`config.mk`:
```
export PLATFORM = sky130hd
export DESIGN_NAME = double_ended_queue_flat
export DESIGN_NICKNAME = d
export VERILOG_FILES = /design/src/dq_pkg.sv /design/src/dq_if.sv /design/src/dq_ram.sv /design/src/dq_datapath.sv /design/src/dq_controller.sv /design/src/double_ended_queue.sv /design/src/flat_wrapper.sv
export SDC_FILE = /design/constraint.sdc
export NUM_CORES = 1
export LEC_CHECK = 0
export BUFFER_PORTS_ARGS = -buffer_cell sky130_fd_sc_hd__buf_2
export CAP_MARGIN = 0
export CORE_MARGIN = 2
export CORE_UTILIZATION = 65
export CTS_CLUSTER_DIAMETER = 100
export CTS_CLUSTER_SIZE = 25
export DETAILED_ROUTE_END_ITERATION = 6
export PLACE_DENSITY = 0.83
export SYNTH_ARGS = -nofsm -noshare
export SYNTH_HDL_FRONTEND = slang
export SYNTH_SLANG_ARGS = --single-unit
```
`constraint.sdc`:
```
create_clock -name clk -period 9 [get_ports clk]
set_input_delay 1.8 -clock clk [delete_from_list [all_inputs] [get_ports clk]]
set_output_delay 1.8 -clock clk [all_outputs]
set_load 0.005 [all_outputs]
```
`src/dq_pkg.sv`:
```
package dq_pkg;

	localparam int DQ_DEPTH = 16;
	localparam int DATA_W   = 32;
	localparam int MODE_W   = 3;
	localparam int POS_W    = 5;
	localparam int OCC_W    = 5;
	localparam int STATUS_W = 2;

	typedef enum logic [MODE_W-1:0] {
		MODE_PUSH_LEFT  = 3'd0,
		MODE_PUSH_RIGHT = 3'd1,
		MODE_POP_LEFT   = 3'd2,
		MODE_POP_RIGHT  = 3'd3,
		MODE_CLEAR      = 3'd4,
		MODE_SHOW       = 3'd5
	} mode_t;

	typedef enum logic [STATUS_W-1:0] {
		STATUS_OK    = 2'd0,
		STATUS_EMPTY = 2'd1,
		STATUS_FULL  = 2'd2
	} status_t;

	typedef enum logic [3:0] {
		DP_NONE,
		DP_PUSH_LEFT,
		DP_PUSH_RIGHT,
		DP_POP_LEFT,
		DP_POP_RIGHT,
		DP_CLEAR,
		DP_SHOW_START,
		DP_SHOW_NEXT,
		DP_RES_OK,
		DP_RES_EMPTY,
		DP_RES_FULL
	} dp_op_t;

	typedef struct packed {
		dp_op_t op;
		logic   capture;
	} cmd_t;

	typedef struct packed {
		logic empty;
		logic full;
		logic more;
	} sts_t;

endpackage

```
`src/dq_if.sv`:
```
interface dq_req_if;
	import dq_pkg::*;

	logic                     valid;
	logic                     ready;
	logic [MODE_W-1:0]        mode;
	logic signed [DATA_W-1:0] push_value;

	modport source (output valid, output mode, output push_value, input ready);
	modport sink   (input valid, input mode, input push_value, output ready);
endinterface

interface dq_rsp_if;
	import dq_pkg::*;

	logic                     valid;
	logic                     ready;
	logic signed [DATA_W-1:0] data_value;
	logic [POS_W-1:0]         position;
	logic [OCC_W-1:0]         occupancy;
	logic [STATUS_W-1:0]      status;
	logic                     last_flag;

	modport source (output valid, output data_value, output position, output occupancy,
		output status, output last_flag, input ready);
	modport sink   (input valid, input data_value, input position, input occupancy,
		input status, input last_flag, output ready);
endinterface

```
`src/dq_ram.sv`:
```
module dq_ram #(
	parameter int WIDTH = 32,
	parameter int DEPTH = 16
) (
	input  logic                                  clk,
	input  logic                                  we,
	input  logic [(DEPTH > 1 ? $clog2(DEPTH) : 1)-1:0] waddr,
	input  logic [WIDTH-1:0]                      wdata,
	input  logic                                  re,
	input  logic [(DEPTH > 1 ? $clog2(DEPTH) : 1)-1:0] raddr,
	output logic [WIDTH-1:0]                      rdata
);
	logic [WIDTH-1:0] mem_q [DEPTH];

	always_ff @(posedge clk) begin
		if (we) begin
			mem_q[waddr] <= wdata;
		end
		if (re) begin
			rdata <= mem_q[raddr];
		end
	end
endmodule

```
`src/dq_datapath.sv`:
```
module dq_datapath #(
	parameter int DEPTH = dq_pkg::DQ_DEPTH
) (
	input  logic                             clk,
	input  logic                             arst_n,
	input  dq_pkg::cmd_t                     cmd,
	output dq_pkg::sts_t                     sts,
	input  logic signed [dq_pkg::DATA_W-1:0] push_value,
	output logic signed [dq_pkg::DATA_W-1:0] data_value,
	output logic [dq_pkg::POS_W-1:0]         position,
	output logic [dq_pkg::OCC_W-1:0]         occupancy,
	output logic [dq_pkg::STATUS_W-1:0]      status,
	output logic                             last_flag
);
	import dq_pkg::*;

	localparam int AW = (DEPTH > 1) ? $clog2(DEPTH) : 1;
	localparam int CW = $clog2(DEPTH + 1);

	logic [AW-1:0]     left_q;
	logic [CW-1:0]     count_q;
	logic [CW-1:0]     idx_q;
	logic [DATA_W-1:0] data_q;
	logic [CW-1:0]     pos_q;
	logic [CW-1:0]     occ_q;
	status_t           status_q;
	logic              last_q;

	logic              we;
	logic              re;
	logic [AW-1:0]     waddr;
	logic [AW-1:0]     raddr;
	logic [DATA_W-1:0] rdata;
	logic [AW-1:0]     dec_left;
	logic [CW-1:0]     count_m1;
	logic [CW-1:0]     count_p1;
	logic [CW-1:0]     idx_p1;

	function automatic logic [AW-1:0] wrap_add(input logic [AW-1:0] base,
		input logic [AW-1:0] off);
		logic [AW:0] s;
		s = {1'b0, base} + {1'b0, off};
		if (s >= (AW + 1)'(DEPTH)) begin
			s = s - (AW + 1)'(DEPTH);
		end
		return s[AW-1:0];
	endfunction

	assign dec_left = (left_q == '0) ? AW'(DEPTH - 1) : left_q - 1'b1;
	assign count_m1 = count_q - 1'b1;
	assign count_p1 = count_q + 1'b1;
	assign idx_p1   = idx_q + 1'b1;

	assign sts.empty = (count_q == '0);
	assign sts.full  = (count_q == CW'(DEPTH));
	assign sts.more  = (idx_q != count_q);

	always_comb begin
		we    = 1'b0;
		re    = 1'b0;
		waddr = left_q;
		raddr = left_q;
		unique case (cmd.op) inside
			DP_PUSH_LEFT: begin
				we    = 1'b1;
				waddr = dec_left;
			end
			DP_PUSH_RIGHT: begin
				we    = 1'b1;
				waddr = wrap_add(left_q, count_q[AW-1:0]);
			end
			DP_POP_LEFT, DP_SHOW_START: begin
				re = 1'b1;
			end
			DP_POP_RIGHT: begin
				re    = 1'b1;
				raddr = wrap_add(left_q, count_m1[AW-1:0]);
			end
			DP_SHOW_NEXT: begin
				re    = 1'b1;
				raddr = wrap_add(left_q, idx_q[AW-1:0]);
			end
			default: begin
			end
		endcase
	end

	dq_ram #(
		.WIDTH(DATA_W),
		.DEPTH(DEPTH)
	) u_store (
		.clk  (clk),
		.we   (we),
		.waddr(waddr),
		.wdata(push_value),
		.re   (re),
		.raddr(raddr),
		.rdata(rdata)
	);

	always_ff @(posedge clk or negedge arst_n) begin
		if (!arst_n) begin
			left_q  <= '0;
			count_q <= '0;
			idx_q   <= '0;
		end else begin
			unique case (cmd.op)
				DP_PUSH_LEFT: begin
					left_q  <= dec_left;
					count_q <= count_p1;
				end
				DP_PUSH_RIGHT: count_q <= count_p1;
				DP_POP_LEFT: begin
					left_q  <= wrap_add(left_q, AW'(1));
					count_q <= count_m1;
				end
				DP_POP_RIGHT:  count_q <= count_m1;
				DP_CLEAR:      count_q <= '0;
				DP_SHOW_START: idx_q   <= CW'(1);
				DP_SHOW_NEXT:  idx_q   <= idx_p1;
				default: begin
				end
			endcase
		end
	end

	always_ff @(posedge clk) begin
		if (cmd.capture) begin
			data_q <= rdata;
		end
		unique case (cmd.op) inside
			DP_PUSH_LEFT, DP_PUSH_RIGHT: begin
				data_q   <= '0;
				pos_q    <= '0;
				occ_q    <= count_p1;
				status_q <= STATUS_OK;
				last_q   <= 1'b1;
			end
			DP_POP_LEFT, DP_POP_RIGHT: begin
				pos_q    <= '0;
				occ_q    <= count_m1;
				status_q <= STATUS_OK;
				last_q   <= 1'b1;
			end
			DP_CLEAR: begin
				data_q   <= '0;
				pos_q    <= '0;
				occ_q    <= '0;
				status_q <= STATUS_OK;
				last_q   <= 1'b1;
			end
			DP_SHOW_START: begin
				pos_q    <= CW'(1);
				occ_q    <= count_q;
				status_q <= STATUS_OK;
				last_q   <= (count_q == CW'(1));
			end
			DP_SHOW_NEXT: begin
				pos_q  <= idx_p1;
				last_q <= (idx_p1 == count_q);
			end
			DP_RES_OK, DP_RES_EMPTY, DP_RES_FULL: begin
				data_q   <= '0;
				pos_q    <= '0;
				occ_q    <= count_q;
				status_q <= (cmd.op == DP_RES_EMPTY) ? STATUS_EMPTY :
					(cmd.op == DP_RES_FULL) ? STATUS_FULL : STATUS_OK;
				last_q   <= 1'b1;
			end
			default: begin
			end
		endcase
	end

	assign data_value = data_q;
	assign position   = POS_W'(pos_q);
	assign occupancy  = OCC_W'(occ_q);
	assign status     = status_q;
	assign last_flag  = last_q;
endmodule

```
`src/dq_controller.sv`:
```
module dq_controller (
	input  logic                      clk,
	input  logic                      arst_n,
	input  logic                      req_valid,
	input  logic [dq_pkg::MODE_W-1:0] req_mode,
	output logic                      req_ready,
	output logic                      rsp_valid,
	input  logic                      rsp_ready,
	output dq_pkg::cmd_t              cmd,
	input  dq_pkg::sts_t              sts
);
	import dq_pkg::*;

	typedef enum logic [1:0] {
		S_IDLE,
		S_FETCH,
		S_SEND
	} state_t;

	state_t state_q;
	state_t state_d;
	logic   show_q;
	logic   show_d;

	assign req_ready = (state_q == S_IDLE);
	assign rsp_valid = (state_q == S_SEND);

	always_comb begin
		cmd     = '{op: DP_NONE, capture: 1'b0};
		state_d = state_q;
		show_d  = show_q;
		unique case (state_q)
			S_IDLE: begin
				if (req_valid) begin
					state_d = S_SEND;
					unique case (req_mode) inside
						MODE_PUSH_LEFT:  cmd.op = sts.full ? DP_RES_FULL : DP_PUSH_LEFT;
						MODE_PUSH_RIGHT: cmd.op = sts.full ? DP_RES_FULL : DP_PUSH_RIGHT;
						MODE_POP_LEFT, MODE_POP_RIGHT, MODE_SHOW: begin
							if (sts.empty) begin
								cmd.op = DP_RES_EMPTY;
							end else begin
								state_d = S_FETCH;
								show_d  = (req_mode == MODE_SHOW);
								cmd.op  = (req_mode == MODE_SHOW) ? DP_SHOW_START :
									(req_mode == MODE_POP_LEFT) ? DP_POP_LEFT : DP_POP_RIGHT;
							end
						end
						MODE_CLEAR: cmd.op = DP_CLEAR;
						default:    cmd.op = DP_RES_OK;
					endcase
				end
			end
			S_FETCH: begin
				cmd.capture = 1'b1;
				state_d     = S_SEND;
			end
			S_SEND: begin
				if (rsp_ready) begin
					if (show_q && sts.more) begin
						cmd.op  = DP_SHOW_NEXT;
						state_d = S_FETCH;
					end else begin
						state_d = S_IDLE;
						show_d  = 1'b0;
					end
				end
			end
			default: state_d = S_IDLE;
		endcase
	end

	always_ff @(posedge clk or negedge arst_n) begin
		if (!arst_n) begin
			state_q <= S_IDLE;
			show_q  <= 1'b0;
		end else begin
			state_q <= state_d;
			show_q  <= show_d;
		end
	end
endmodule

```
`src/double_ended_queue.sv`:
```
// Channel   Role    Payload
// req       sink    mode, push_value
// rsp       source  data_value, position, occupancy, status, last_flag
//
// Push, clear and refused transactions: result valid in the cycle after acceptance.
// Pop: the result waits on the registered read of the entry store, captured in S_FETCH.
// Show of N entries: per entry, a store read, then the result held until taken.
// One request at a time; req.ready is low while a result is pending or stalled.
// arst_n clears the pointers and count; the entry store is not cleared.
module double_ended_queue #(
	parameter int DEPTH = dq_pkg::DQ_DEPTH
) (
	input logic clk,
	input logic arst_n,
	dq_req_if.sink   req,
	dq_rsp_if.source rsp
);
	import dq_pkg::*;

	cmd_t cmd;
	sts_t sts;

	dq_controller u_ctrl (
		.clk      (clk),
		.arst_n   (arst_n),
		.req_valid(req.valid),
		.req_mode (req.mode),
		.req_ready(req.ready),
		.rsp_valid(rsp.valid),
		.rsp_ready(rsp.ready),
		.cmd      (cmd),
		.sts      (sts)
	);

	dq_datapath #(
		.DEPTH(DEPTH)
	) u_dp (
		.clk       (clk),
		.arst_n    (arst_n),
		.cmd       (cmd),
		.sts       (sts),
		.push_value(req.push_value),
		.data_value(rsp.data_value),
		.position  (rsp.position),
		.occupancy (rsp.occupancy),
		.status    (rsp.status),
		.last_flag (rsp.last_flag)
	);
endmodule

```
`src/flat_wrapper.sv`:
```
// flat-port wrapper written by rule: the top's interface ports become plain ports
module double_ended_queue_flat import dq_pkg::*;
#(
	parameter int DEPTH = dq_pkg::DQ_DEPTH
)
  (clk, arst_n, req_valid, req_mode, req_push_value, req_ready, rsp_valid, rsp_data_value, rsp_position, rsp_occupancy, rsp_status, rsp_last_flag, rsp_ready);
  dq_req_if req_i ();
  dq_rsp_if rsp_i ();
  input logic clk;
  input logic arst_n;
  input wire logic [$bits(req_i.valid)-1:0] req_valid;
  input wire logic [$bits(req_i.mode)-1:0] req_mode;
  input wire logic [$bits(req_i.push_value)-1:0] req_push_value;
  output wire logic [$bits(req_i.ready)-1:0] req_ready;
  output wire logic [$bits(rsp_i.valid)-1:0] rsp_valid;
  output wire logic [$bits(rsp_i.data_value)-1:0] rsp_data_value;
  output wire logic [$bits(rsp_i.position)-1:0] rsp_position;
  output wire logic [$bits(rsp_i.occupancy)-1:0] rsp_occupancy;
  output wire logic [$bits(rsp_i.status)-1:0] rsp_status;
  output wire logic [$bits(rsp_i.last_flag)-1:0] rsp_last_flag;
  input wire logic [$bits(rsp_i.ready)-1:0] rsp_ready;
  assign req_i.valid = req_valid;
  assign req_i.mode = req_mode;
  assign req_i.push_value = req_push_value;
  assign req_ready = req_i.ready;
  assign rsp_valid = rsp_i.valid;
  assign rsp_data_value = rsp_i.data_value;
  assign rsp_position = rsp_i.position;
  assign rsp_occupancy = rsp_i.occupancy;
  assign rsp_status = rsp_i.status;
  assign rsp_last_flag = rsp_i.last_flag;
  assign rsp_i.ready = rsp_ready;
  double_ended_queue #(.DEPTH(DEPTH)) u_core (.clk(clk), .arst_n(arst_n), .req(req_i), .rsp(rsp_i));
endmodule
```
Yosys cells after proc, flatten, opt, wreduce, memory -nomap -nowiden

Memories as Yosys holds them, arrays and structs flattened. A register that Yosys moved wholly into a read port is not among the register bits.
Index checks and enable logic that the tools add are counted.

Shift operators: 0
Divide/modulo/power cells: 0
Bitwise logic cells: 0
Multiply operators: 0
Add/sub/neg operators: 12
Mux-type cells: 43
Equal/unequal tests: 26
$lt $le $gt $ge: 4
Reductions and logical operators: 23

Operators by type and width:

| cell                                                                  | number |
|---|---|
| 4-bit two-way mux                                                     | 9 |
| 4-bit case mux with 2 select lines                                    | 4 |
| 5-bit case mux with 3 select lines                                    | 2 |
| 5-bit greater-or-equal comparator, second input constant              | 4 |
| 5-bit case mux with 4 select lines                                    | 1 |
| 4-bit by 1-bit subtractor with 4-bit output, second input constant    | 5 |
| 4-bit by 3-bit equality test with 1-bit output, second input constant | 4 |
| 4-bit case mux with 4 select lines                                    | 1 |
| 4-bit by 4-bit adder with 5-bit output                                | 3 |
| 4-bit equality test, second input constant                            | 3 |
| 2-bit two-way mux                                                     | 6 |
| 3-bit two-way mux                                                     | 4 |
| 6-bit OR reduction                                                    | 2 |
| 1-bit two-way mux                                                     | 11 |
| 5-bit by 1-bit adder with 5-bit output, second input constant         | 2 |
| 5-bit case mux with 2 select lines                                    | 1 |
| 4-bit by 2-bit equality test with 1-bit output, second input constant | 2 |
| 2-bit nonzero test                                                    | 4 |
| 4-bit OR reduction                                                    | 2 |
| 8-bit OR reduction                                                    | 1 |
| 3-bit by 2-bit equality test with 1-bit output, second input constant | 2 |
| 3-bit equality test, second input constant                            | 2 |
| 2-bit != test, second input constant                                  | 3 |
| 2-bit case mux with 3 select lines                                    | 1 |
| 25 further kinds                                                      | 29 |

Bits in registers: 62
Memories kept: 1
Latch bits: 0
Memory bits (writable): 512
Output and inout bits: 47
Bits in read-only memories: 0

Memory list:

| memory                    | depth | width | read ports | clocked after Yosys merged registers in | wr ports | RTL line     | text |
|---|---|---|---|---|---|---|---|
| u_core.u_dp.u_store.mem_q | 16    | 32    | 1          | 1                                       | 1        | dq_ram.sv:13 | `logic [WIDTH-1:0] mem_q [DEPTH];` |

Depth between registers and ports, before layout

Gate-level depths: netlist (run 1).

Word-level depth: 12
Mapped depth: 17

By module

Synthesis (run 1) repeated with hierarchy kept, for this count alone.

Cells, all modules: 1,268
Area, all modules: 23,948.0 µm²

By module, submodules not included:

| module        | cells an instance | area each (µm²) | instances | seq. area each (µm²) |
|---|---|---|---|---|
| dq_ram        | 838               | 20,155.6        | 1         | 16,335.7 |
| dq_datapath   | 389               | 3,470.8         | 1         | 1,381.3 |
| dq_controller | 41                | 321.6           | 1         | 75.1 |

Worst setup path before layout (run 1)

Ideal clock, no wire load.

Path type: input -> register
From: input req_mode[0]
To: memory u_core.u_dp.u_store.mem_q[1][0], enable pin
Arrival time: 5,429 ps
Setup time: 441 ps
Buffers on the path: 2
Stages on the path: 9
Setup slack: 3,130 ps
Required time: 8,559 ps
Cell sequence: buf_1 nand2_2 a211o_1 clkbuf_1 a2111oi_2 a2bb2oi_1 o211ai_1 o31a_1 nor4_2

Longest elaborated chain between the ends: 12
Elaborated cells between the ends (all ways): 20

Ends and longest elaborated chain:

| item                                                                                                             | RTL line            | text |
|---|---|---|
| from (decl)                                                                                                      | flat_wrapper.sv:12  | `input wire logic [$bits(req_i.mode)-1:0] req_mode;` |
| 3-bit by 2-bit equality test with 1-bit output                                                                   | dq_controller.sv:46 | `(req_mode == MODE_POP_LEFT) ? DP_POP_LEFT : DP_POP_RIGHT;` |
| 3-bit two-way mux                                                                                                | dq_controller.sv:46 |  |
| 3-bit two-way mux                                                                                                | dq_controller.sv:45 | `cmd.op = (req_mode == MODE_SHOW) ? DP_SHOW_START :` |
| 4-bit two-way mux                                                                                                | dq_controller.sv:40 | `if (sts.empty) begin` |
| 4-bit case mux with 4 select lines *                                                                             | dq_controller.sv:36 | `unique case (req_mode) inside` |
| 4-bit two-way mux *                                                                                              | dq_controller.sv:34 | `if (req_valid) begin` |
| 4-bit case mux with 2 select lines *                                                                             | dq_controller.sv:32 | `unique case (state_q)` |
| 4-bit by 1-bit equality test with 1-bit output or 4-bit by 2-bit equality test with 1-bit output (tied branches) | n/a                 |  |
| 2-bit OR reduction (no source line)                                                                              | n/a                 |  |
| 1-bit two-way mux                                                                                                | dq_datapath.sv:63   | `unique case (cmd.op) inside` |
| 1-bit two-way mux                                                                                                | dq_ram.sv:16        | `if (we) begin` |
| 1-bit two-way mux (not written as such)                                                                          | dq_ram.sv:17        | `mem_q[waddr] <= wdata;` |
| to (decl)                                                                                                        | dq_ram.sv:13        |  |

Mark *: on every way between the ends. The rest lies on a longest branch, timed or not.

Worst setup path after layout (run 1)

From: register u_core.u_dp.count_q[3]
To: register u_core.u_dp.u_store.rdata[15], read port of u_core.u_dp.u_store.mem_q (data pin)

Longest elaborated chain between the ends: 8
Elaborated cells between the ends (all ways): 24

Ends and longest elaborated chain:

| item                                                                                | RTL line           | text |
|---|---|---|
| from (decl)                                                                         | dq_datapath.sv:21  | `logic [CW-1:0] count_q;` |
| from (signal assigned)                                                              | dq_datapath.sv:110 | `count_q <= count_p1;` |
| from (signal assigned)                                                              | dq_datapath.sv:112 | `DP_PUSH_RIGHT: count_q <= count_p1;` |
| from (signal assigned)                                                              | dq_datapath.sv:115 | `count_q <= count_m1;` |
| branches (longest 8 deep; another with 5-bit by 1-bit subtractor with 5-bit output) | n/a                |  |
| to (decl)                                                                           | dq_ram.sv:11       | `output logic [WIDTH-1:0] rdata` |

Several ways; the timed one is not identified.
A chain may end at the register's enable or synchronous reset.

==> results list, run 1 <==
- Count of port buffers added during placement: 85
* Number of max-slew violations in the final report: 0
- Initial DRC count: 1,772
- Antenna violations before repair: 2
- Antenna violation net count after detailed routing: 0
- VDD sags by at most 254 uV.
- The worst setup path is captured at a flop.
- Detailed-route DRC error count: 0
- In this run, synthesis inferred 557 flip-flops with an integrated enable.
* Count of boundary I/O pins: 86
- Netlist Area Pre-Place: 24,300 um^2
* CTS tree: built
* Predominant post-synthesis flop cell: sky130_fd_sc_hd__edfxtp_1
- Ratio of cells with drive above 1 in the final layout: 10.6%
- Buffers inserted during clock tree synthesis total 28.
* Post-synthesis average cell area: 14.8 um^2
- Least-Margin Pin Slew: 1270 ps
- Cells fill 70.8% of the core in the end.
- Count of cell types in the netlist: 64
- The core region is 36,700 um^2.
* Worst-case clock buffer depth: 3
* Setup_tns: 0 ps
* Number of global-route vias before repair: 14,199
- Counting every net in the synthesized netlist gives 1,696.
* Starting Density: 66.2%
- Worst Hold Class: flop to flop
* Power per standard cell area: 291 nW/um^2
* Total iterations of the first detailed-routing run: 5
- First-pass GRT wire length: 83.7 mm
* Post-cts sizing count: 0
- Dominant cell type by area after synthesis: sky130_fd_sc_hd__edfxtp_1
- OpenSTA, run right after detailed placement, puts the worst setup slack at 2680 ps.
* Clock Pin Slew Worst Setup and Hold Paths: 110 ps
- Setup repair after global routing left no endpoint under its margin.
* Worst-path maximum fanout: 80
- Counting flops with an async set or reset pin after synthesis yields a share of 2.81%.
- The worst setup path is launched from a flop.
- Worst setup margin: 3130 ps
* Total number of placement rows: 70
- CTS built an H-tree with a depth of 1.
- The HPWL after detailed placement is 29.0 mm.
- Routability congestion estimate: 0.850
- Worst Clk Skew: 25.6 ps
- Flip-flop and latch count after synthesis: 606
- The tree is rooted in a sky130_fd_sc_hd__clkbuf_16.
* Pin count of the biggest net entering global routing: 172
* Most frequent cells after synthesis: sky130_fd_sc_hd__edfxtp_1, sky130_fd_sc_hd__nand2_1, sky130_fd_sc_hd__a21oi_1
- The tool flagged a number of max-cap violations equal to 0.
- Summing all flip-flop and latch instances after layout gives 17,800 um^2.
- WL/cell: 25.8 um
- Counting the fill cells in the layout gives 2,278.
- CTS saw 606 sinks.
- The worst pin sits at a relative slew slack of 15.4%.
* Outcome: finished clean
- Leakage power: 8.80 nW
- Die outline area: 38,900 um^2
* Height of the die: 197 um
- Area growth, synth to finish: 7.00%
- At the worst endpoint, the arrival time is 6220 ps.
- Summing all multi-input logic gate instances after layout gives 6090 um^2.
- Leading cell type by number of instances after synthesis: sky130_fd_sc_hd__edfxtp_1
* GR Overflow Total: 0
* Final hold violation count: 0
- Data required time at the worst endpoint: 9350 ps
- The die is 197 um wide.
- Number of nets in the final layout: 1,732
- Setup violations remaining at the end of the flow were counted as 0.
- The clock reaches the later pin of the worst-skew pair after 610 ps.
* Area share of the leading cell type in the synthesized netlist: 68.9%
* Count of vias placed by the detailed router: 14,704
- Max Fclk: 0.170 GHz
- The cell count after synthesis came out at 1,641.
- The routed design has 56.0 mm of wire.
* Placed Area: 25,200 um^2
- Leading post-synthesis cells by cell area: sky130_fd_sc_hd__edfxtp_1, sky130_fd_sc_hd__mux2i_1, sky130_fd_sc_hd__a221oi_1
- Vias per cell: 6.78
* Cts hold-fix bufs: 0
- The critical path in this run is classified as flop to flop.
- Synth warn: 0
- After synthesis, flip-flops and latches occupy 73.3% of the total area.
- In the global route stage, overall resource usage came out at 28.8%.
- Subtracting the final worst setup slack from the clock period gives 5870 ps.
- Post-CTS setup buffer count: 0
- Design Area, Final: 26,000 um^2
* Post-route fraction of the period consumed by the critical path: 65.2%
[stage by stage]
stage          instances  hold slack, ps  power (mW)
6_report            2168             455        7.57
5_1_grt             2166             473        7.91
4_1_cts             2166             457        7.55
3_5_place_dp        2115             444        6.16
3_3_place_gp        2115             442        6.04
2_1_floorplan       1641             453        5.42
[per-layer routing]
| metal | vias to the layer above | GRT usage (%) | part of all wire, % |
|---|---|---|---|
| li1 | 6426 | - | - |
| met4 | 2 | 10.6 | 3.3 |
| met3 | 136 | 3.91 | 8.3 |
| met1 | 7329 | 39.8 | 39 |
| met2 | 811 | 47.7 | 49 |
| met5 | - | 0 | 0.020 |
[worst paths after layout]
path,slack (ps),from,to,depth (start not counted)
max,3130,u_core.u_dp.count_q[3],u_core.u_dp.u_store.rdata[15],13
min,450,u_core.u_dp.data_value[14],u_core.u_dp.data_value[14],2
max reg2reg,3130,u_core.u_dp.count_q[3],u_core.u_dp.u_store.rdata[15],13
min reg2reg,450,u_core.u_dp.data_value[14],u_core.u_dp.data_value[14],2
max in group asynchronous,7540,arst_n,u_core.u_dp.idx_q[0],1
min in group asynchronous,1130,arst_n,u_core.u_dp.count_q[0],1
[where the power goes]
group          total (mW)  switching [mW]  internal [mW]
registers            3.57           0.149           3.42
logic                2.57            1.70          0.876
clock network        1.43           0.833          0.599
total                7.57            2.68           4.90
[placed cells by master, fill, tap and decap left out, types with 3 or more instances in the layout]
master                      instances
sky130_fd_sc_hd__dfxtp_1           32
sky130_fd_sc_hd__nor3_1             8
sky130_fd_sc_hd__a22oi_1            6
sky130_fd_sc_hd__a221oi_1         127
sky130_fd_sc_hd__nor2_4            15
sky130_fd_sc_hd__ha_1              14
sky130_fd_sc_hd__nand2_1          224
sky130_fd_sc_hd__xor2_1            10
sky130_fd_sc_hd__clkbuf_16         28
sky130_fd_sc_hd__or4_1             32
sky130_fd_sc_hd__dfrtp_1           17
sky130_fd_sc_hd__nor2_1            35
sky130_fd_sc_hd__buf_4             28
sky130_fd_sc_hd__mux2i_1          129
sky130_fd_sc_hd__a211oi_1           6
sky130_fd_sc_hd__buf_2             85
sky130_fd_sc_hd__a21oi_1          180
sky130_fd_sc_hd__nor2b_1            5
sky130_fd_sc_hd__clkbuf_1          20
sky130_fd_sc_hd__edfxtp_1         557
sky130_fd_sc_hd__xnor2_1           12
sky130_fd_sc_hd__a31oi_1            6
sky130_fd_sc_hd__or3_1              4
sky130_fd_sc_hd__nor3b_1            5
sky130_fd_sc_hd__o31a_1             3
sky130_fd_sc_hd__inv_1             12
sky130_fd_sc_hd__nand3_1           12
sky130_fd_sc_hd__o21ai_0           22
sky130_fd_sc_hd__a21o_1             8
[sequential cells by signal, summed over array words and instances (netlist names)]
signal	cells
u_core.u_dp.left_q	4
u_core.u_dp.u_store.mem_q	512
u_core.u_ctrl.state_q	2
u_core.u_dp.position	5
u_core.u_ctrl.show_q	1
u_core.u_dp.count_q	5
u_core.u_dp.occupancy	5
u_core.u_dp.u_store.rdata	32
u_core.u_dp.data_value	32
u_core.u_dp.last_flag	1
u_core.u_dp.status	2
u_core.u_dp.idx_q	5
[layout make-up]
class / count / area share [%]
Clock inverter: 3 / 0.144
Sequential cell: 606 / 68.5
Antenna cell: 2 / 0.0193
Multi-Input combinational cell: 914 / 23.4
Tap cell: 468 / 2.25
Clock buffer: 48 / 2.99
Timing Repair Buffer: 114 / 2.52
Inverter: 13 / 0.188
[worst max-delay path, stage by stage (launching register included)]
cell	delay [ps]
sky130_fd_sc_hd__dfrtp_1	720
sky130_fd_sc_hd__xnor2_2	200
sky130_fd_sc_hd__nand3_1	190
sky130_fd_sc_hd__o31ai_4	600
sky130_fd_sc_hd__nor2_1	80
sky130_fd_sc_hd__a21oi_1	160
sky130_fd_sc_hd__ha_1	200
sky130_fd_sc_hd__inv_1	60
sky130_fd_sc_hd__fa_1	450
sky130_fd_sc_hd__a21boi_1	190
sky130_fd_sc_hd__nor2_4	1020
sky130_fd_sc_hd__buf_4	870
sky130_fd_sc_hd__a221oi_1	270
sky130_fd_sc_hd__or4_1	540
[kinds of logic after synthesis]
family          share of synthesized area (%)
mux                                      5.36
fa+ha+maj                               0.886
buf+inv                                  2.36
flops                                    73.3
xor+xnor                                0.927
compound gates                           10.4
simple gates                             6.83
No activity file was read; power rests on OpenSTA's default activity.
==> inputs of run 2 (changes only) <==
--- a/config.mk
+++ b/config.mk
@@ -8,11 +8,11 @@
 export BUFFER_PORTS_ARGS = -buffer_cell sky130_fd_sc_hd__buf_2
 export CAP_MARGIN = 0
 export CORE_MARGIN = 2
-export CORE_UTILIZATION = 65
+export CORE_UTILIZATION = 62
 export CTS_CLUSTER_DIAMETER = 100
 export CTS_CLUSTER_SIZE = 25
 export DETAILED_ROUTE_END_ITERATION = 6
-export PLACE_DENSITY = 0.83
+export PLACE_DENSITY = 0.8
 export SYNTH_ARGS = -nofsm -noshare
 export SYNTH_HDL_FRONTEND = slang
 export SYNTH_SLANG_ARGS = --single-unit
==> constraint.sdc (replaced) <==
create_clock -name clk -period 5.7 [get_ports clk]
set_input_delay 1.14 -clock clk [delete_from_list [all_inputs] [get_ports clk]]
set_output_delay 1.14 -clock clk [all_outputs]
set_load 0.005 [all_outputs]
==> run 2 against run 1 <==
Effect of this change: utilization shrank 2.7 points; clock-buffer cell count up 2; highest routed layer is now met4; combinational power up 63%; register-to-register slack lost 2400 ps; sequential share of layout area decreased by 0.86 points; routed wire length fell by 2.2%; non-clock buffer count up 16; design area is 1.3% higher; global-route usage down 2.2 points; flip-flop and latch count unchanged; clock power is 59% higher; power is 60% higher.
==> results list, run 2 (synthesis results as in run 1) <==
- Most used cells in the layout excluding fill and tap cells: sky130_fd_sc_hd__edfxtp_1, sky130_fd_sc_hd__nand2_1, sky130_fd_sc_hd__a21oi_1
- Clock net sink count: 606
* Least-Margin Pin Slew: 1230 ps
- The HPWL after detailed placement is 30.8 mm.
- For the worst setup path, the data required time is 6030 ps.
- For the worst setup path, the data arrival time is 5260 ps.
* Setup_tns: 0 ps
- The routed design could run at a clock period as short as 4930 ps.
- Internal Power: 7.88 mW
* Sequential Power Share: 46.6%
* Depth of the worst register-to-register path: 13
- The detailed router finished its first iteration with 1,985 violations.
* Final hold violation count: 0
- Post-CTS setup buffer count: 0
* Total number of placement rows: 72
- Once detail routing completed, the nets flagged for antenna violations numbered 0.
* Worst-case clock buffer depth: 3
* Overall fraction of global-route tracks in use: 26.6%
* Start of the worst register-to-register path: u_core.u_dp.count_q[3]
- The worst register-to-register path has a setup slack of 770 ps.
- In this run the worst path has a maximum fanout of 37.
- Design Area, Final: 26,300 um^2
* Endpoint of the most critical register-to-register path: u_core.u_dp.u_store.rdata[4]
- Based on the critical path, the design can be clocked at up to 0.203 GHz.
- Worst setup endpoint: u_core.u_dp.u_store.rdata[4]
- Area of the core region: 38,600 um^2
- Across all layers, the routed design uses 14,597 vias.
- Share of total power in the clock network: 18.7%
- Number of max-capacitance violations reported: 0
- In the routed layout, each cell is associated on average with a via count of 6.53.
- Relative to the synthesized area, the layout overhead comes to 8.37%.
* Height of the die: 202 um
* Outcome: finished clean
- In this run, post-CTS repair resized a total of 0 instances.
- On the worst path, the slowest cell contributes a delay of 690 ps.
* WL/cell: 24.5 um
* Antenna violations before repair: 1
- Leading cell type in the layout, fill and taps excluded: sky130_fd_sc_hd__edfxtp_1
- In this run the worst setup path begins at u_core.u_dp.count_q[3].
- The total overflow left after global routing is 0.
- Placed Area: 25,500 um^2
- TritonCTS built the clock tree.
- Cts hold-fix bufs: 0
* Number of buffers created by CTS: 28
- Number of global-route vias before repair: 14,040
- The max-slew violation count is 0.
- The worst setup path is of the flop to flop kind.
* Pin count of the biggest net entering global routing: 69
* Power per standard cell area: 460 nW/um^2
- Crit start category: flop
* Leakage power: 8.92 nW
* Ratio of cells with drive above 1 in the final layout: 11.7%
- The initial utilization of the core area, before any placement, comes to 62.8%.
- First-pass GRT wire length: 83.0 mm
- Count of final setup violators: 0
- For this run, the post-layout net count is 1,748.
- Combinational cells account for 34.7% of the total power.
- Post-route fraction of the period consumed by the critical path: 86.4%
* Worst Clk Skew: 15.8 ps
- Wire length reported by the detailed router: 54.7 mm
- Clk Tree Root Cell: sky130_fd_sc_hd__clkbuf_16
* RSZ-0062 raised after global routing: false
- Detailed-route DRC error count: 0
- In this run the number of H-tree levels came out at 1.
- Net switching is 34.9% of the power.
* Register with the most flip-flops: u_core.u_dp.u_store.mem_q
* Sw Pwr: 4.22 mW
* Total iterations of the first detailed-routing run: 6
- Clk_lat worst skew: 600 ps
- CP max stage cell: sky130_fd_sc_hd__dfrtp_1
- The register with the most flip-flops in the layout has 512 of them.
* Rel. slew slack: 17.9%
- Worst Hold Class: flop to flop
* Count of boundary I/O pins: 86
- The die covers 40,800 um^2.
* Routability congestion estimate: 0.869
- The critical path goes through xnor2_2, nand3_1, o31ai_4, nor2_1, a21oi_1, ha_1, inv_1, fa_1, a21boi_1, or2_4, buf_4, a221oi_1, or4_1.
- Count of port buffers added during placement: 85
- Clock Pin Slew Worst Setup and Hold Paths: 100 ps
* DIE WIDTH: 202 um
- IR analysis of the VDD net gives a maximum drop of 274 uV.
- STA classifies the critical path endpoint as a flop.
## run 2: changes by cell type in the layout (fill, tap and decap cells not counted)
| cell | delta |
|---|---|
| sky130_fd_sc_hd__diode_2 | -1 |
| sky130_fd_sc_hd__clkinv_2 | -1 |
| sky130_fd_sc_hd__clkbuf_1 | +1 |
| sky130_fd_sc_hd__inv_6 | +1 |
| sky130_fd_sc_hd__nand2_2 | +4 |
| sky130_fd_sc_hd__buf_4 | +6 |
| sky130_fd_sc_hd__nand2_1 | -4 |
| sky130_fd_sc_hd__clkbuf_16 | +1 |
| sky130_fd_sc_hd__buf_12 | +10 |
| sky130_fd_sc_hd__inv_12 | -1 |
## run 2: area by class of cell
| class | instances | area (um^2) |
|---|---|---|
| multi-input cells | 914 | 6100 |
| clock buffers | 50 | 805 |
| fillers | 2516 | 12300 |
| flip-flops and latches | 606 | 17800 |
| diodes | 1 | 2.50 |
| inverters | 13 | 48.8 |
| repair buffers | 130 | 901 |
| clock inverters | 2 | 25.0 |
| well taps | 518 | 648 |
## run 2: power groups by stage
stage,Sequential [mW],Clock (mW),Combinational (mW)
after floorplan,5.66,0,2.90
after global routing,5.67,2.44,4.55
after detailed placement,5.73,0,4.13
final,5.63,2.27,4.19
after CTS,5.63,2.28,4.16
after global placement,5.71,0,4.00
## run 2: worst min path at each step
stage | start | to | slack (ps) | cells after the start
detailed placement | u_core.u_dp.data_value[7] | u_core.u_dp.data_value[7] | 450 | 2
global route | u_core.u_dp.data_value[2] | u_core.u_dp.data_value[2] | 490 | 2
global placement | u_core.u_dp.data_value[12] | u_core.u_dp.data_value[12] | 440 | 2
finish | u_core.u_dp.data_value[10] | u_core.u_dp.data_value[10] | 460 | 2
floorplan | u_core.u_dp.data_value[0] | u_core.u_dp.data_value[0] | 450 | 2
CTS | u_core.u_dp.data_value[7] | u_core.u_dp.data_value[7] | 460 | 2
## run 2: through the flow
stage                     utilization, %  total power [mW]  std cells  setup WS (ps)  hold WS, ps
after floorplan                        -              8.56       1641            490          453
after global placement              65.9              9.72       2181            955          442
after detailed placement            65.9              9.86       2181            827          447
after CTS                           68.1              12.1       2233            824          459
after global routing                68.1              12.7       2234            445          490
final                               68.1              12.1       2234            773          456
## run 2: critical path, delay by kind of cell, from the launching register on
| family | cells | cell delay (ps) |
|---|---|---|
| xor gates and xnor gates | 1 | 200 |
| buffers and inverters | 2 | 460 |
| DFF | 1 | 690 |
| adders and majority gates | 2 | 680 |
| AOI/OAI and AO/OA | 4 | 1270 |
| and+or+nand+nor | 4 | 1360 |
## run 2: routing by layer
| layer | global-route usage, % | part of all wire, % |
|---|---|---|
| met1 | 38.7 | 40 |
| met2 | 43.3 | 48 |
| met3 | 3.56 | 9.9 |
| met4 | 6.62 | 2.0 |
| met5 | 0 | 0 |
==> inputs of run 3 (changes only) <==
--- a/config.mk
+++ b/config.mk
@@ -5,6 +5,7 @@
 export SDC_FILE = /design/constraint.sdc
 export NUM_CORES = 1
 export LEC_CHECK = 0
+export ABC_AREA = 1
 export BUFFER_PORTS_ARGS = -buffer_cell sky130_fd_sc_hd__buf_2
 export CAP_MARGIN = 0
 export CORE_MARGIN = 2
@@ -15,4 +16,5 @@
 export PLACE_DENSITY = 0.8
 export SYNTH_ARGS = -nofsm -noshare
 export SYNTH_HDL_FRONTEND = slang
+export SYNTH_HIERARCHICAL = 1
 export SYNTH_SLANG_ARGS = --single-unit
==> run 3 against run 2 <==
Effect of this change: sequential share of layout area down 5.2 points; via count up 23%; power up 13%; synthesized area up 9.8%; first-iteration DRC count up 5.3%; clock power up 3%; critical path depth up 9; register-to-register slack worse by 70 ps; worst hold slack better by 7.5 ps; worst setup slack worse by 70 ps; fmax down 1.4%; design area up 8.4%.
==> results list, run 3 <==
* Post-synthesis average cell area: 10.3 um^2
- Post-CTS setup buffer count: 0
* Count of cell types in the netlist: 40
* Sum of internal, switching and leakage power: 13.7 mW
* Pin count of the biggest net entering global routing: 153
- Of the post-synthesis cell area, the dominant cell type holds 62.7%.
* Total iterations of the first detailed-routing run: 6
- After layout, the minimum clock period comes to 5000 ps.
- Start of the worst register-to-register path: u_core/u_dp/count_q[1]
- Clk_lat worst skew: 600 ps
* Count of boundary I/O pins: 86
* Number of synthesized flops with an enable pin: 557
- CTS built an H-tree with a depth of 1.
- Count of vias placed by the detailed router: 17,939
- STA classifies the critical path startpoint as a flop.
- Of the cells placed in the final design, the portion with a size suffix greater than 1 is 9.17%.
* Clock Pin Slew Worst Setup and Hold Paths: 100 ps
* Count of port buffers added during placement: 85
- For this run, the total global-route usage over all layers was measured as 27.3%.
- Post-cts sizing count: 0
* Detailed-route DRC error count: 0
- The die is 211 um wide.
* Leading post-synthesis cells by cell area: sky130_fd_sc_hd__edfxtp_1, sky130_fd_sc_hd__nand2_1, sky130_fd_sc_hd__nand3_1
- The register with the most flip-flops in the layout has 512 of them.
- Counting buffers and inverters, the worst setup path is 22 cells deep.
* Antenna violations before repair: 3
- The signal on the critical path passes through inv_1, ha_1, nand3_1, inv_1, inv_1, nand2_1, nand4_1, a21oi_1, nor2_1, nand2_1, nor2_1, inv_1, o21ai_0, ha_1, fa_1, xor2_1, nand2_1, o21ai_4, buf_4, nand3_1, nand3_1, nand2_1.
- In the synthesized netlist, the cells that appear most often are sky130_fd_sc_hd__nand2_1, sky130_fd_sc_hd__edfxtp_1, sky130_fd_sc_hd__inv_1.
- Dominant cell type by area after synthesis: sky130_fd_sc_hd__edfxtp_1
* Reg-to-reg setup timing slack: 700 ps
- Total half-perimeter wirelength after legalization and detailed placement: 33.2 mm
- DP Worst Slack: 594 ps
* Starting Density: 63.1%
- Final Non-Filler Cells: 3,181
- First-pass GRT wire length: 93.0 mm
* Data arrival time of the worst path: 5360 ps
* Height of the die: 211 um
- The flow ran to the end, and the final reports show no timing, DRC or antenna violations.
- Setup violations remaining at the end of the flow were counted as 0.
- Grouping stages by cell kind, the critical path spends the most delay in simple AND/OR/NAND/NOR gates.
* Worst-path maximum fanout: 64
- Post-route fraction of the period consumed by the critical path: 87.7%
- The tightest min-delay check is of the flop to flop type.
- For this run, the share of the core covered by cells in the final layout is 67.5%.
- Leakage power: 12.1 nW
- The tool flagged a number of max-cap violations equal to 0.
* Cts hold-fix bufs: 0
- Flip-flop and latch count after synthesis: 606
- Placed cells: 3,127
- Setup_tns: 0 ps
- Vias per cell: 5.64
- Met2 Usage GRT: 45.2%
- Peak ir drop on the vdd network: 533 uV
* Worst-case clock buffer depth: 3
* Max Fclk: 0.200 GHz
- Register with the most flip-flops: u_core/u_dp/u_store/mem_q
* Number of buffer and inverter instances along the worst setup path: 5
- The worst setup path is captured at a flop.
* GR Overflow Total: 0
* Number of max-slew violations in the final report: 0
- Number of nets in the final layout: 2,671
* Fraction of met1 tracks used by global routing: 37.8%
- Relative to the synthesized area, the layout overhead comes to 6.97%.
- GR Layer Usage met3: 3.58%
- WL/cell: 19.2 um
- Busiest layer in global routing: met2
- For this run, the number of Yosys warnings is 6.
* Sequential area share after synthesis: 66.7%
- Netlist Area Pre-Place: 26,700 um^2
* Clk Tree Root Cell: sky130_fd_sc_hd__clkbuf_16
* Initial DRC count: 2,091
* Endpoint of the most critical register-to-register path: u_core/u_dp/u_store/rdata[23]
- After synthesis, the share of flip-flops with an asynchronous set or reset is 2.81%.
- Filler Cell Count: 2,993
- Predominant post-synthesis flop cell: sky130_fd_sc_hd__edfxtp_1
- The cell count after synthesis came out at 2,579.
- Total number of placement rows: 75
- Worst Setup Path Type: flop to flop
* Worst setup endpoint: u_core/u_dp/u_store/rdata[23]
- Post-Syn Nets: 2,632
* Antenna violation net count after detailed routing: 0
* Data required time at the worst endpoint: 6060 ps
- CP max stage cell: sky130_fd_sc_hd__buf_4
* Number of buffers created by CTS: 28
- Leaving out fill and tap cells, the most frequent cells in the layout are sky130_fd_sc_hd__nand2_1, sky130_fd_sc_hd__edfxtp_1, sky130_fd_sc_hd__inv_1.
- Clock skew on the completed layout was measured at 20.9 ps.
- Measured against its own limit, the worst slew margin works out to 39.3%.
* Crit path launch: u_core/u_dp/count_q[1]
- The hold violation count in the final report is 0.
- Power per standard cell area: 481 nW/um^2
- The clock drives 606 sinks.
- The number of global-route vias before repair was 17,026.
- Die outline area: 44,700 um^2
- Leaving out fill and tap cells, the most frequent cell in the layout is sky130_fd_sc_hd__nand2_1.
* Leading cell type by number of instances after synthesis: sky130_fd_sc_hd__nand2_1
- CTS tree: built
- On the worst path, the slowest cell contributes a delay of 730 ps.
- At the end of routability-driven placement, the weighted congestion stood at 0.875.
* Least-Margin Pin Slew: 909 ps
* Wire length reported by the detailed router: 60.9 mm
* Depth of the worst register-to-register path: 22
- Across all setup checks in the final design, the least slack found is 702 ps.
* Area of the core region: 42,200 um^2
- RSZ-0062 raised after global routing: false
-- run 3: changes by cell type after synthesis, sizes merged, moves of 32 or more --
cell and delta:
nand3 +401, nand2 +601, a221oi -127, buf +49
clkbuf -38, a21oi -140, inv +423, mux2i -129
or4 -32
-- run 3: tightest hold or removal path, stage by stage, from the launching register on --
cell and delay [ps]:
sky130_fd_sc_hd__dfxtp_1 320, sky130_fd_sc_hd__nand2_1 60, sky130_fd_sc_hd__a21oi_1 50
-- run 3: how the worst min path moves through the flow --
stage,slack [ps],from,cells after the start,end
2_1_floorplan,460,u_core/u_dp/data_value[0],2,u_core/u_dp/data_value[0]
3_3_place_gp,450,u_core/u_dp/data_value[0],2,u_core/u_dp/data_value[0]
3_5_place_dp,450,u_core/u_dp/data_value[1],2,u_core/u_dp/data_value[1]
4_1_cts,470,arst_n,1,u_core/u_dp/count_q[2]
5_1_grt,490,arst_n,1,u_core/u_dp/count_q[4]
6_report,460,u_core/u_dp/data_value[1],2,u_core/u_dp/data_value[1]
-- run 3: through the flow --
stage	hold WS (ps)	instance area, um^2
6_report	464	28500
5_1_grt	487	28500
4_1_cts	466	28500
3_3_place_gp	447	27700
2_1_floorplan	455	26700
3_5_place_dp	451	27700
-- run 3: layer usage --
layer  share of wire, %  up-vias
met5              0.021        -
met4                3.0        2
met3                9.2      139
met2                 48      867
met1                 40     8508
li1                   -     8423
-- run 3: final cells by class --
cell class,instances,area (um^2),area share (%)
clock buffer,50,805,2.82
clock inverter,2,46.3,0.162
antenna,2,5.00,0.0175
tap,539,674,2.36
sequential,606,17800,62.4
timing repair buffer,128,936,3.28
inverter,436,1640,5.76
multi-input combinational,1418,6620,23.2
-- run 3: report_power, final --
part	internal, mW	leakage (nW)	switching [mW]
Clock	1.02	0.404	1.31
Sequential	5.44	5.49	0.220
Combinational	1.78	6.17	3.94
-- run 3: kinds of logic after synthesis --
| family | Yosys count | synth area share (%) |
|---|---|---|
| buf+inv | 555 | 9.08 |
| compound gates | 76 | 1.99 |
| simple gates | 1307 | 20.8 |
| flops | 606 | 66.7 |
| fa+ha+maj | 14 | 0.713 |
| xor+xnor | 21 | 0.690 |
